### src/rtl/sfr_pkg.sv
`timescale 1ns / 1ps
// ----------------------------------------------------------------------------
// sfr_pkg
// Shared constants and CRC helpers for the serial frame receiver.
// ----------------------------------------------------------------------------
package sfr_pkg;

  localparam int unsigned ByteW   = 8;
  localparam int unsigned WordW   = 16;
  localparam int unsigned StatusW = 2;
  localparam int unsigned CfgIdxW = 1;
  localparam int unsigned CfgW    = 8;

  localparam logic [CfgIdxW-1:0] CFG_START_BYTE = 1'd0;
  localparam logic [CfgIdxW-1:0] CFG_DROP_REPEAT = 1'd1;

  localparam logic [ByteW-1:0] START_BYTE_RST = 8'h05;

  localparam logic KIND_DATA   = 1'b0;
  localparam logic KIND_REPORT = 1'b1;

  localparam logic [StatusW-1:0] STAT_GOOD   = 2'd0;
  localparam logic [StatusW-1:0] STAT_CRC    = 2'd1;
  localparam logic [StatusW-1:0] STAT_REPEAT = 2'd2;

  localparam logic [ByteW-1:0] CRC8_INIT  = 8'hFF;
  localparam logic [ByteW-1:0] CRC8_POLY  = 8'h8C;
  localparam logic [WordW-1:0] CRC16_INIT = 16'hFFFF;
  localparam logic [WordW-1:0] CRC16_POLY = 16'h8408;
  localparam logic [ByteW-1:0] SEQ_RST    = 8'hFF;

  function automatic logic [ByteW-1:0] crc8_next(input logic [ByteW-1:0] crc,
                                                 input logic [ByteW-1:0] b);
    logic [ByteW-1:0] c;
    c = crc ^ b;
    for (int i = 0; i < 8; i++) begin
      c = c[0] ? ((c >> 1) ^ CRC8_POLY) : (c >> 1);
    end
    return c;
  endfunction

  function automatic logic [WordW-1:0] crc16_next(input logic [WordW-1:0] crc,
                                                  input logic [ByteW-1:0] b);
    logic [WordW-1:0] c;
    c = crc ^ {8'h00, b};
    for (int i = 0; i < 8; i++) begin
      c = c[0] ? ((c >> 1) ^ CRC16_POLY) : (c >> 1);
    end
    return c;
  endfunction

endpackage

### src/rtl/serial_frame_receiver_crc_top.sv
`timescale 1ns / 1ps
// ----------------------------------------------------------------------------
// serial_frame_receiver_crc_top
// Frame receiver: header CRC-8 check, data pass-through, CRC-16 report.
// ----------------------------------------------------------------------------
//  channel  dir  handshake              payload
//  rx       in   rx_valid_i/rx_ready_o  rx_byte_i
//  res      out  res_valid_o/res_ready_i result_kind_o, payload_byte_o,
//                                       frame_command_o, frame_length_o,
//                                       frame_sequence_o, frame_status_o
//  cfg      in   cfg_we_i               cfg_index_i, cfg_data_i
//
//  One byte per cycle while rx_ready_o is high; the frame state and CRCs update in the accept cycle.
//  A result appears in the output register in the cycle after its byte is accepted.
//  A new byte is taken while the output register empties in the same cycle.
//  rx_ready_o drops only while a result waits and res_ready_i is low.
//  Reset returns the receiver to start-byte hunting with default config.
// ----------------------------------------------------------------------------
module serial_frame_receiver_crc_top (
  input  logic                           clk_i,
  input  logic                           rst_ni,
  input  logic                           cfg_we_i,
  input  logic [sfr_pkg::CfgIdxW-1:0]    cfg_index_i,
  input  logic [sfr_pkg::CfgW-1:0]       cfg_data_i,
  input  logic                           rx_valid_i,
  output logic                           rx_ready_o,
  input  logic [sfr_pkg::ByteW-1:0]      rx_byte_i,
  output logic                           res_valid_o,
  input  logic                           res_ready_i,
  output logic                           result_kind_o,
  output logic [sfr_pkg::ByteW-1:0]      payload_byte_o,
  output logic [sfr_pkg::WordW-1:0]      frame_command_o,
  output logic [sfr_pkg::WordW-1:0]      frame_length_o,
  output logic [sfr_pkg::ByteW-1:0]      frame_sequence_o,
  output logic [sfr_pkg::StatusW-1:0]    frame_status_o
);
  import sfr_pkg::*;

  typedef enum logic [2:0] {
    PH_HUNT = 3'd0,
    PH_LEN  = 3'd1,
    PH_SEQ  = 3'd2,
    PH_HCRC = 3'd3,
    PH_CMD  = 3'd4,
    PH_DATA = 3'd5,
    PH_TCRC = 3'd6
  } phase_e;

  phase_e             phase_q, phase_d;
  logic [WordW-1:0]   cnt_q, cnt_d, cnt_inc;
  logic [WordW-1:0]   len_q, len_d;
  logic [WordW-1:0]   cmd_q, cmd_d;
  logic [ByteW-1:0]   hcrc_q, hcrc_d;
  logic [WordW-1:0]   fcrc_q, fcrc_d;
  logic [ByteW-1:0]   rcrc_lo_q, rcrc_lo_d;
  logic [ByteW-1:0]   last_seq_q, last_seq_d;
  logic [ByteW-1:0]   cur_seq_q, cur_seq_d;
  logic               rep_q, rep_d;
  logic [ByteW-1:0]   start_q;
  logic               drop_q;

  logic               res_valid_q, res_valid_d;
  logic               kind_q, kind_d;
  logic [ByteW-1:0]   pay_q, pay_d;
  logic [WordW-1:0]   ocmd_q, ocmd_d;
  logic [WordW-1:0]   olen_q, olen_d;
  logic [ByteW-1:0]   oseq_q, oseq_d;
  logic [StatusW-1:0] ostat_q, ostat_d;

  logic               accept;
  logic               emit;
  logic [ByteW-1:0]   b;

  assign rx_ready_o = !res_valid_q || res_ready_i;
  assign accept     = rx_valid_i && rx_ready_o;
  assign b          = rx_byte_i;
  assign cnt_inc    = cnt_q + 16'd1;

  always_comb begin
    phase_d    = phase_q;
    cnt_d      = cnt_q;
    len_d      = len_q;
    cmd_d      = cmd_q;
    hcrc_d     = hcrc_q;
    fcrc_d     = fcrc_q;
    rcrc_lo_d  = rcrc_lo_q;
    last_seq_d = last_seq_q;
    cur_seq_d  = cur_seq_q;
    rep_d      = rep_q;
    emit       = 1'b0;
    kind_d     = kind_q;
    pay_d      = pay_q;
    ocmd_d     = ocmd_q;
    olen_d     = olen_q;
    oseq_d     = oseq_q;
    ostat_d    = ostat_q;
    if (accept) begin
      unique case (phase_q)
        PH_LEN: begin
          hcrc_d = crc8_next(hcrc_q, b);
          fcrc_d = crc16_next(fcrc_q, b);
          if (cnt_q == '0) begin
            len_d = {len_q[15:8], b};
            cnt_d = 16'd1;
          end else begin
            len_d   = {b, len_q[7:0]};
            cnt_d   = '0;
            phase_d = PH_SEQ;
          end
        end
        PH_SEQ: begin
          hcrc_d     = crc8_next(hcrc_q, b);
          fcrc_d     = crc16_next(fcrc_q, b);
          cur_seq_d  = b;
          if (drop_q && (b == last_seq_q)) begin
            rep_d = 1'b1;
          end
          last_seq_d = b;
          phase_d    = PH_HCRC;
        end
        PH_HCRC: begin
          if (b == hcrc_q) begin
            fcrc_d  = crc16_next(fcrc_q, b);
            cnt_d   = '0;
            phase_d = PH_CMD;
          end else begin
            phase_d = PH_HUNT;
          end
        end
        PH_CMD: begin
          fcrc_d = crc16_next(fcrc_q, b);
          if (cnt_q == '0) begin
            cmd_d = {cmd_q[15:8], b};
            cnt_d = 16'd1;
          end else begin
            cmd_d   = {b, cmd_q[7:0]};
            cnt_d   = '0;
            phase_d = (len_q == '0) ? PH_TCRC : PH_DATA;
          end
        end
        PH_DATA: begin
          fcrc_d = crc16_next(fcrc_q, b);
          if (cnt_inc >= len_q) begin
            cnt_d   = '0;
            phase_d = PH_TCRC;
          end else begin
            cnt_d = cnt_inc;
          end
          emit    = 1'b1;
          kind_d  = KIND_DATA;
          pay_d   = b;
          ocmd_d  = cmd_q;
          olen_d  = len_q;
          oseq_d  = cur_seq_q;
          ostat_d = STAT_GOOD;
        end
        PH_TCRC: begin
          if (cnt_q == '0) begin
            rcrc_lo_d = b;
            cnt_d     = 16'd1;
          end else begin
            cnt_d   = '0;
            phase_d = PH_HUNT;
            emit    = 1'b1;
            kind_d  = KIND_REPORT;
            pay_d   = '0;
            ocmd_d  = cmd_q;
            olen_d  = len_q;
            oseq_d  = cur_seq_q;
            if ({b, rcrc_lo_q} != fcrc_q) begin
              ostat_d = STAT_CRC;
            end else if (rep_q) begin
              ostat_d = STAT_REPEAT;
            end else begin
              ostat_d = STAT_GOOD;
            end
          end
        end
        default: begin
          phase_d = PH_HUNT;
          if (b == start_q) begin
            hcrc_d    = crc8_next(CRC8_INIT, b);
            fcrc_d    = crc16_next(CRC16_INIT, b);
            cnt_d     = '0;
            rcrc_lo_d = '0;
            rep_d     = 1'b0;
            phase_d   = PH_LEN;
          end
        end
      endcase
    end
    if (emit) begin
      res_valid_d = 1'b1;
    end else if (res_ready_i) begin
      res_valid_d = 1'b0;
    end else begin
      res_valid_d = res_valid_q;
    end
  end

  always_ff @(posedge clk_i or negedge rst_ni) begin
    if (!rst_ni) begin
      phase_q     <= PH_HUNT;
      cnt_q       <= '0;
      len_q       <= '0;
      cmd_q       <= '0;
      hcrc_q      <= CRC8_INIT;
      fcrc_q      <= CRC16_INIT;
      rcrc_lo_q   <= '0;
      last_seq_q  <= SEQ_RST;
      cur_seq_q   <= '0;
      rep_q       <= 1'b0;
      start_q     <= START_BYTE_RST;
      drop_q      <= 1'b0;
      res_valid_q <= 1'b0;
    end else begin
      phase_q     <= phase_d;
      cnt_q       <= cnt_d;
      len_q       <= len_d;
      cmd_q       <= cmd_d;
      hcrc_q      <= hcrc_d;
      fcrc_q      <= fcrc_d;
      rcrc_lo_q   <= rcrc_lo_d;
      last_seq_q  <= last_seq_d;
      cur_seq_q   <= cur_seq_d;
      rep_q       <= rep_d;
      res_valid_q <= res_valid_d;
      if (cfg_we_i) begin
        unique case (cfg_index_i)
          CFG_START_BYTE:  start_q <= cfg_data_i;
          CFG_DROP_REPEAT: drop_q  <= cfg_data_i[0];
          default: ;
        endcase
      end
    end
  end

  always_ff @(posedge clk_i) begin
    kind_q  <= kind_d;
    pay_q   <= pay_d;
    ocmd_q  <= ocmd_d;
    olen_q  <= olen_d;
    oseq_q  <= oseq_d;
    ostat_q <= ostat_d;
  end

  assign res_valid_o      = res_valid_q;
  assign result_kind_o    = kind_q;
  assign payload_byte_o   = pay_q;
  assign frame_command_o  = ocmd_q;
  assign frame_length_o   = olen_q;
  assign frame_sequence_o = oseq_q;
  assign frame_status_o   = ostat_q;

endmodule

### config.mk
export PLATFORM = sky130hd
export DESIGN_NAME = serial_frame_receiver_crc_top
export DESIGN_NICKNAME = d
export VERILOG_FILES = /design/src/rtl/sfr_pkg.sv /design/src/rtl/serial_frame_receiver_crc_top.sv
export SDC_FILE = /design/constraint.sdc
export NUM_CORES = 1
export LEC_CHECK = 0
export ABC_AREA = 0
export BUFFER_PORTS_ARGS = -buffer_cell sky130_fd_sc_hd__buf_2
export CORE_UTILIZATION = 26
export CTS_CLUSTER_DIAMETER = 80
export DETAILED_ROUTE_END_ITERATION = 7
export SLEW_MARGIN = 10
export SYNTH_ARGS = -nofsm -noshare
export SYNTH_HDL_FRONTEND = slang
export SYNTH_SLANG_ARGS = --single-unit
### constraint.sdc
create_clock -name clk_i -period 3.88 [get_ports clk_i]
set_input_delay 1.164 -clock clk_i [delete_from_list [all_inputs] [get_ports clk_i]]
set_output_delay 1.164 -clock clk_i [all_outputs]
set_load 0.01 [all_outputs]
# After elaboration in Yosys (flattened, before gate mapping)
# Cells that the tools add are included.
[totals]
regBits = 161
output_inout_bits = 53
wordCells = 191
[classes]
n_addsub = 1
order_cmp = 1
eq_ne = 17
n_mux = 75
bitwise_logic = 43
reduce_logical = 33
[ops]
columns = ["operator", "n"]
rows = [
  ["16-bit two-way mux", 23],
  ["8-bit two-way mux", 21],
  ["2-bit NOT with 3-bit output", 32],
  ["16-bit one-hot mux with 2 select lines", 2],
  ["16-bit one-hot mux with 4 select lines", 1],
  ["8-bit one-hot mux with 2 select lines", 4],
  ["16-bit one-hot mux with 3 select lines", 1],
  ["16-bit zero test", 2],
  ["8-bit == test", 3],
  ["3-bit one-hot mux with 6 select lines", 1],
  ["3-bit AND reduction", 6],
  ["16-bit by 1-bit adder with 16-bit output (second input constant)", 1],
  ["16-bit >= comparator", 1],
  ["16-bit != test", 1],
  ["8-bit NOT with 16-bit output", 1],
  ["4-bit AND reduction", 4],
  ["16-bit by 8-bit bitwise XOR with 16-bit output", 1],
  ["3-bit two-way mux", 5],
  ["2-bit != test (second input constant)", 7],
  ["2-bit nonzero test", 5],
  ["5-bit OR reduction", 2],
  ["3-bit == test (second input constant)", 3],
  ["1-bit two-way mux", 9],
  ["2-bit two-way mux", 4],
  ["other kinds (17)", 30],
]

# Depth between registers and ports, before layout
[logic_depth]
ltp_word = 19
ltp_mapped = 14
depth_no_buf = 12

# Worst setup path before layout
# No wires, ideal clock.
[synth_path]
path_type = "input -> register"
start = "input res_ready_i"
end = "register ocmd_q[0], in the netlist frame_command_o[0], enable pin"
setup_time_ps = 460
arrival_time_ps = 3995
slack_ps = -575
path_stages = 5
path_cell_list = "nand2b_1 > and2_1 > clkbuf_1 > nand2_1 > nor2_1"
[synth_between]
elab_chain_cells = 3
[synth_lines]
columns = ["element", "line", "text"]
rows = [
  ["start: declaration", "serial_frame_receiver_crc_top.sv:29", "input logic res_ready_i,"],
  ["1-bit logical OR", "serial_frame_receiver_crc_top.sv:74", "assign rx_ready_o = !res_valid_q || res_ready_i;"],
  ["1-bit logical AND", "serial_frame_receiver_crc_top.sv:75", "assign accept = rx_valid_i && rx_ready_o;"],
  ["3-bit AND reduction (no line)", "n/a", ""],
  ["end signal: assignment", "serial_frame_receiver_crc_top.sv:241", "ocmd_q <= ocmd_d;"],
  ["end: declaration", "serial_frame_receiver_crc_top.sv:65", "logic [WordW-1:0] ocmd_q, ocmd_d;"],
]
# Every way passes these cells.
# A chain may end at the register's enable or synchronous reset.

# Worst setup path in the final report
[layout_path]
start = "register cnt_q[2]"
end = "register phase_q[0]"
[layout_between]
elab_chain_cells = 4
elab_cells_between_ends = 8
cone_classes = "1 x add/sub; 1 x order compare; 4 x eq/ne; 2 x reduce/logical"
[layout_lines]
columns = ["element", "line", "text"]
rows = [
  ["start: declaration", "serial_frame_receiver_crc_top.sv:50", "logic [WordW-1:0] cnt_q, cnt_d, cnt_inc;"],
  ["start signal: assignment", "serial_frame_receiver_crc_top.sv:218", "cnt_q <= cnt_d;"],
  ["16-bit by 1-bit adder with 16-bit output", "serial_frame_receiver_crc_top.sv:77", "assign cnt_inc = cnt_q + 16'd1;"],
  ["16-bit >= comparator", "serial_frame_receiver_crc_top.sv:143", "if (cnt_inc >= len_q) begin"],
  ["2-bit != test (no line)", "n/a", ""],
  ["5-bit AND reduction (no line) *", "n/a", ""],
  ["end signal: assignment", "serial_frame_receiver_crc_top.sv:217", "phase_q <= phase_d;"],
  ["end: declaration", "serial_frame_receiver_crc_top.sv:49", "phase_e phase_q, phase_d;"],
]
# Every way passes the cells marked *; elsewhere a longest branch is shown, timed or not.

==> flow_summary.yaml <==
cells_and_area:
  final_common_cell: "nand2_1"
  nets: 839
  antenna_cells: 0
  drive_gt1_share_pct: 27.22
  num-fill-cells: 3225
  final_cells: 1214
  multi_input_area_um2: 3740
  layout_common_cells: "nand2_1 (92), xnor2_1 (79), dfrtp_1 (76)"
  area_growth_pct: 16.94
  register_area_um2: 4327
  post-route-util_pct: 30.96
die:
  die_h_um: 181.3
  dieArea_um2: 32860
  die-width_um: 181.3
  core_um2: 31560
  start_util_pct: 26.48
  ios: 75
  fp-row-count: 65
clock_tree:
  cts_tree: "done"
  clk_latency_ns: 0.43
  post_cts.repair.setup_buffers: 0
  htreeDepth: 4
  clock_path_buffers: 2
  clock_sinks: 161
  root_buffer: "clkbuf_16"
  postCtsHoldBufs: 0
  clk_pin_slew_worst_paths_ns: 0.07
  cts_inserted_buffers: 17
  cts_resized: 0
logic_synthesis:
  synth-edff-count: 51
  synth_area_per_cell_um2: 11.41
  synth_cells: 732
  yosys-top-cells-area: "dfrtp_1 (23%), edfxtp_1 (18%), dfstp_2 (11%)"
  synth_flop_cell: "dfrtp_1"
  ys_async_sr_fraction_pct: 68.32
  yosysWarnings: 0
  synth_fp_nets: 772
  synth_area_um2: 8356
  yosysUniqueCellTypes: 63
  yosys.area.top_type_share_pct: 22.76
  yosys.area.top_type: "dfrtp_1"
  ys_ff_latch: 161
  yosysSeqAreaShare_pct: 51.78
pwr:
  irDropWorstVdd_mv: 0.2828
  p_per_area_nw_per_um2: 699.4
  p_leak_nw: 4.090
  p_total_mw: 6.834
grt:
  track_usage_pct: 12.62
  use_met3_pct: 2.399
  grt_first_pass_wirelength_um: 31630
  grt_use_met2_pct: 19.85
  busiest_layer: "met2"
  grt_pass1_vias: 5417
  antenna_found_initial: 0
  overflow: 0
  globalRouteMet1Util_pct: 17.13
  grt_max_degree: 67
detailed_routing:
  drt_iter0_drc: 352
  drc_errors: 0
  via_count: 5576
  wl_per_cell_um: 16.56
  ant_nets: 0
  vias_per_cell: 4.593
  first_pass_iters: 5
  wl_um: 20100
hold_path:
  holdCritStartpoint: "cmd_q[3]"
  hp-class: "flop to flop"
worst_setup_path:
  cp_cell_sequence: "and3_1, and3_1, and3_1, and3_1, xor2_1, ha_1, a21o_1, a21oi_1, o21ai_0, a211oi_1, a211oi_1, a221o_1"
  regToRegStartpoint: "cnt_q[2]"
  crit_path_max_incr_delay_ns: 0.58
  path_common_cell: "and3_1"
  arrival_ns: 3.80
  startpoint: "cnt_q[2]"
  crit_fanout: 6
  cpMaxStageDelayCell: "a211oi_1"
  startpoint_type: "flop"
  path_class: "flop to flop"
  cp.required_ns: 4.18
  end_kind: "flop"
placement:
  io_buffers: 74
  gp_congestion: 0.8327
  dp_hpwl_um: 14360
  dp_cells: 1182
outcome:
  status: "complete, no violations"
flow_run:
  maxCapViolCount: 0
timing:
  tns_ns: 0
  setup_viol: 0
  clock_skew_ns: 0.009883
  worst_hold_slack_ns: 0.4409
  timing.final.crit_share_pct: 90.00
  tightest_slew_ns: 0.8535
  relSlewSlack_pct: 42.63
  rsz0062_at_grt: "no"
  fmax_mhz: 286.4
  finalCriticalPeriod_ns: 3.492
  finalHoldViolCount: 0
  slew_viol_final: 0
-- critical path, delay by kind of cell, from the launching register on --
kind            cells  cell delay, ns
compound gates      6            1.46
simple gates        4            1.02
flops               1            0.44
fa+ha+maj           1            0.27
xor+xnor            1            0.18
-- cell type report --
type | instances | share of cell area, %
flip-flops and latches | 161 | 44.28
well taps | 402 | 5.148
repair buffers | 92 | 5.455
clock inverters | 13 | 1.562
multi-input cells | 505 | 38.28
inverters | 22 | 0.8452
clock buffers | 19 | 4.431
-- path summary, 6_finish.rpt --
check / slack [ns] / endpoint / cells past startpoint
setup / recovery: 0.39 / phase_q[0] / 12
hold / removal: 0.44 / frame_command_o[3] / 0
setup reg to reg: 0.39 / phase_q[0] / 12
hold reg to reg: 0.44 / frame_command_o[3] / 0
max in group asynchronous: 2.29 / last_seq_q[6] / 2
min in group asynchronous: 0.77 / cnt_q[13] / 1
-- cell families after synthesis --
family                     count (synthesis)  synth area share, %
buffers and inverters                     66                3.624
AOI/OAI and AO/OA                        113                8.895
and+or+nand+nor                          202                12.16
xor gates and xnor gates                 120                13.55
adders and majority gates                 18                2.695
DFF                                      161                51.78
muxes                                     52                7.293
-- power breakdown --
part           switching, mW  internal, mW  total [mW]
clock network          0.726         0.962        1.69
logic                   1.19          1.21        2.41
registers              0.448          2.29        2.74
total                   2.37          4.47        6.83
-- stage by stage --
stage	area [µm²]	setup slack [ns]
final	9771	0.3879
after global routing	9771	0.1260
after CTS	9771	0.3836
after detailed placement	9185	0.4002
after global placement	9185	0.5210
after floorplan	8358	0.2636
-- Yosys cell counts (9+ instances only) --
cell type  number
nand2_1        92
xnor2_1        79
dfrtp_1        76
edfxtp_1       51
mux2_2         42
dfstp_2        34
xor2_1         34
o21ai_0        33
a21oi_1        25
clkbuf_1       24
inv_1          22
ha_1           18
a31oi_1        16
nor2_1         16
and3_1         13
nor2b_1        13
nand3_1        12
nor4_1         10
nand2b_1        9
nand4_1         9
-- sequential cells by signal, indices dropped and copies added (netlist names) --
register          flops
cmd_q                16
cnt_q                16
cur_seq_q             8
drop_q                1
fcrc_q               16
frame_command_o      16
frame_length_o       16
frame_sequence_o      8
frame_status_o        2
hcrc_q                8
last_seq_q            8
len_q                16
payload_byte_o        8
phase_q               3
rcrc_lo_q             8
rep_q                 1
res_valid_o           1
result_kind_o         1
start_q               8
-- metal layers --
layer	part of all wire, %	wire, µm	vias to the layer above
met5	0	0	-
met4	2.0	406	0
met3	4.1	820	26
met2	46	9269	132
met1	48	9603	2724
li1	-	-	2694
Power figures use the tool's default switching activity.
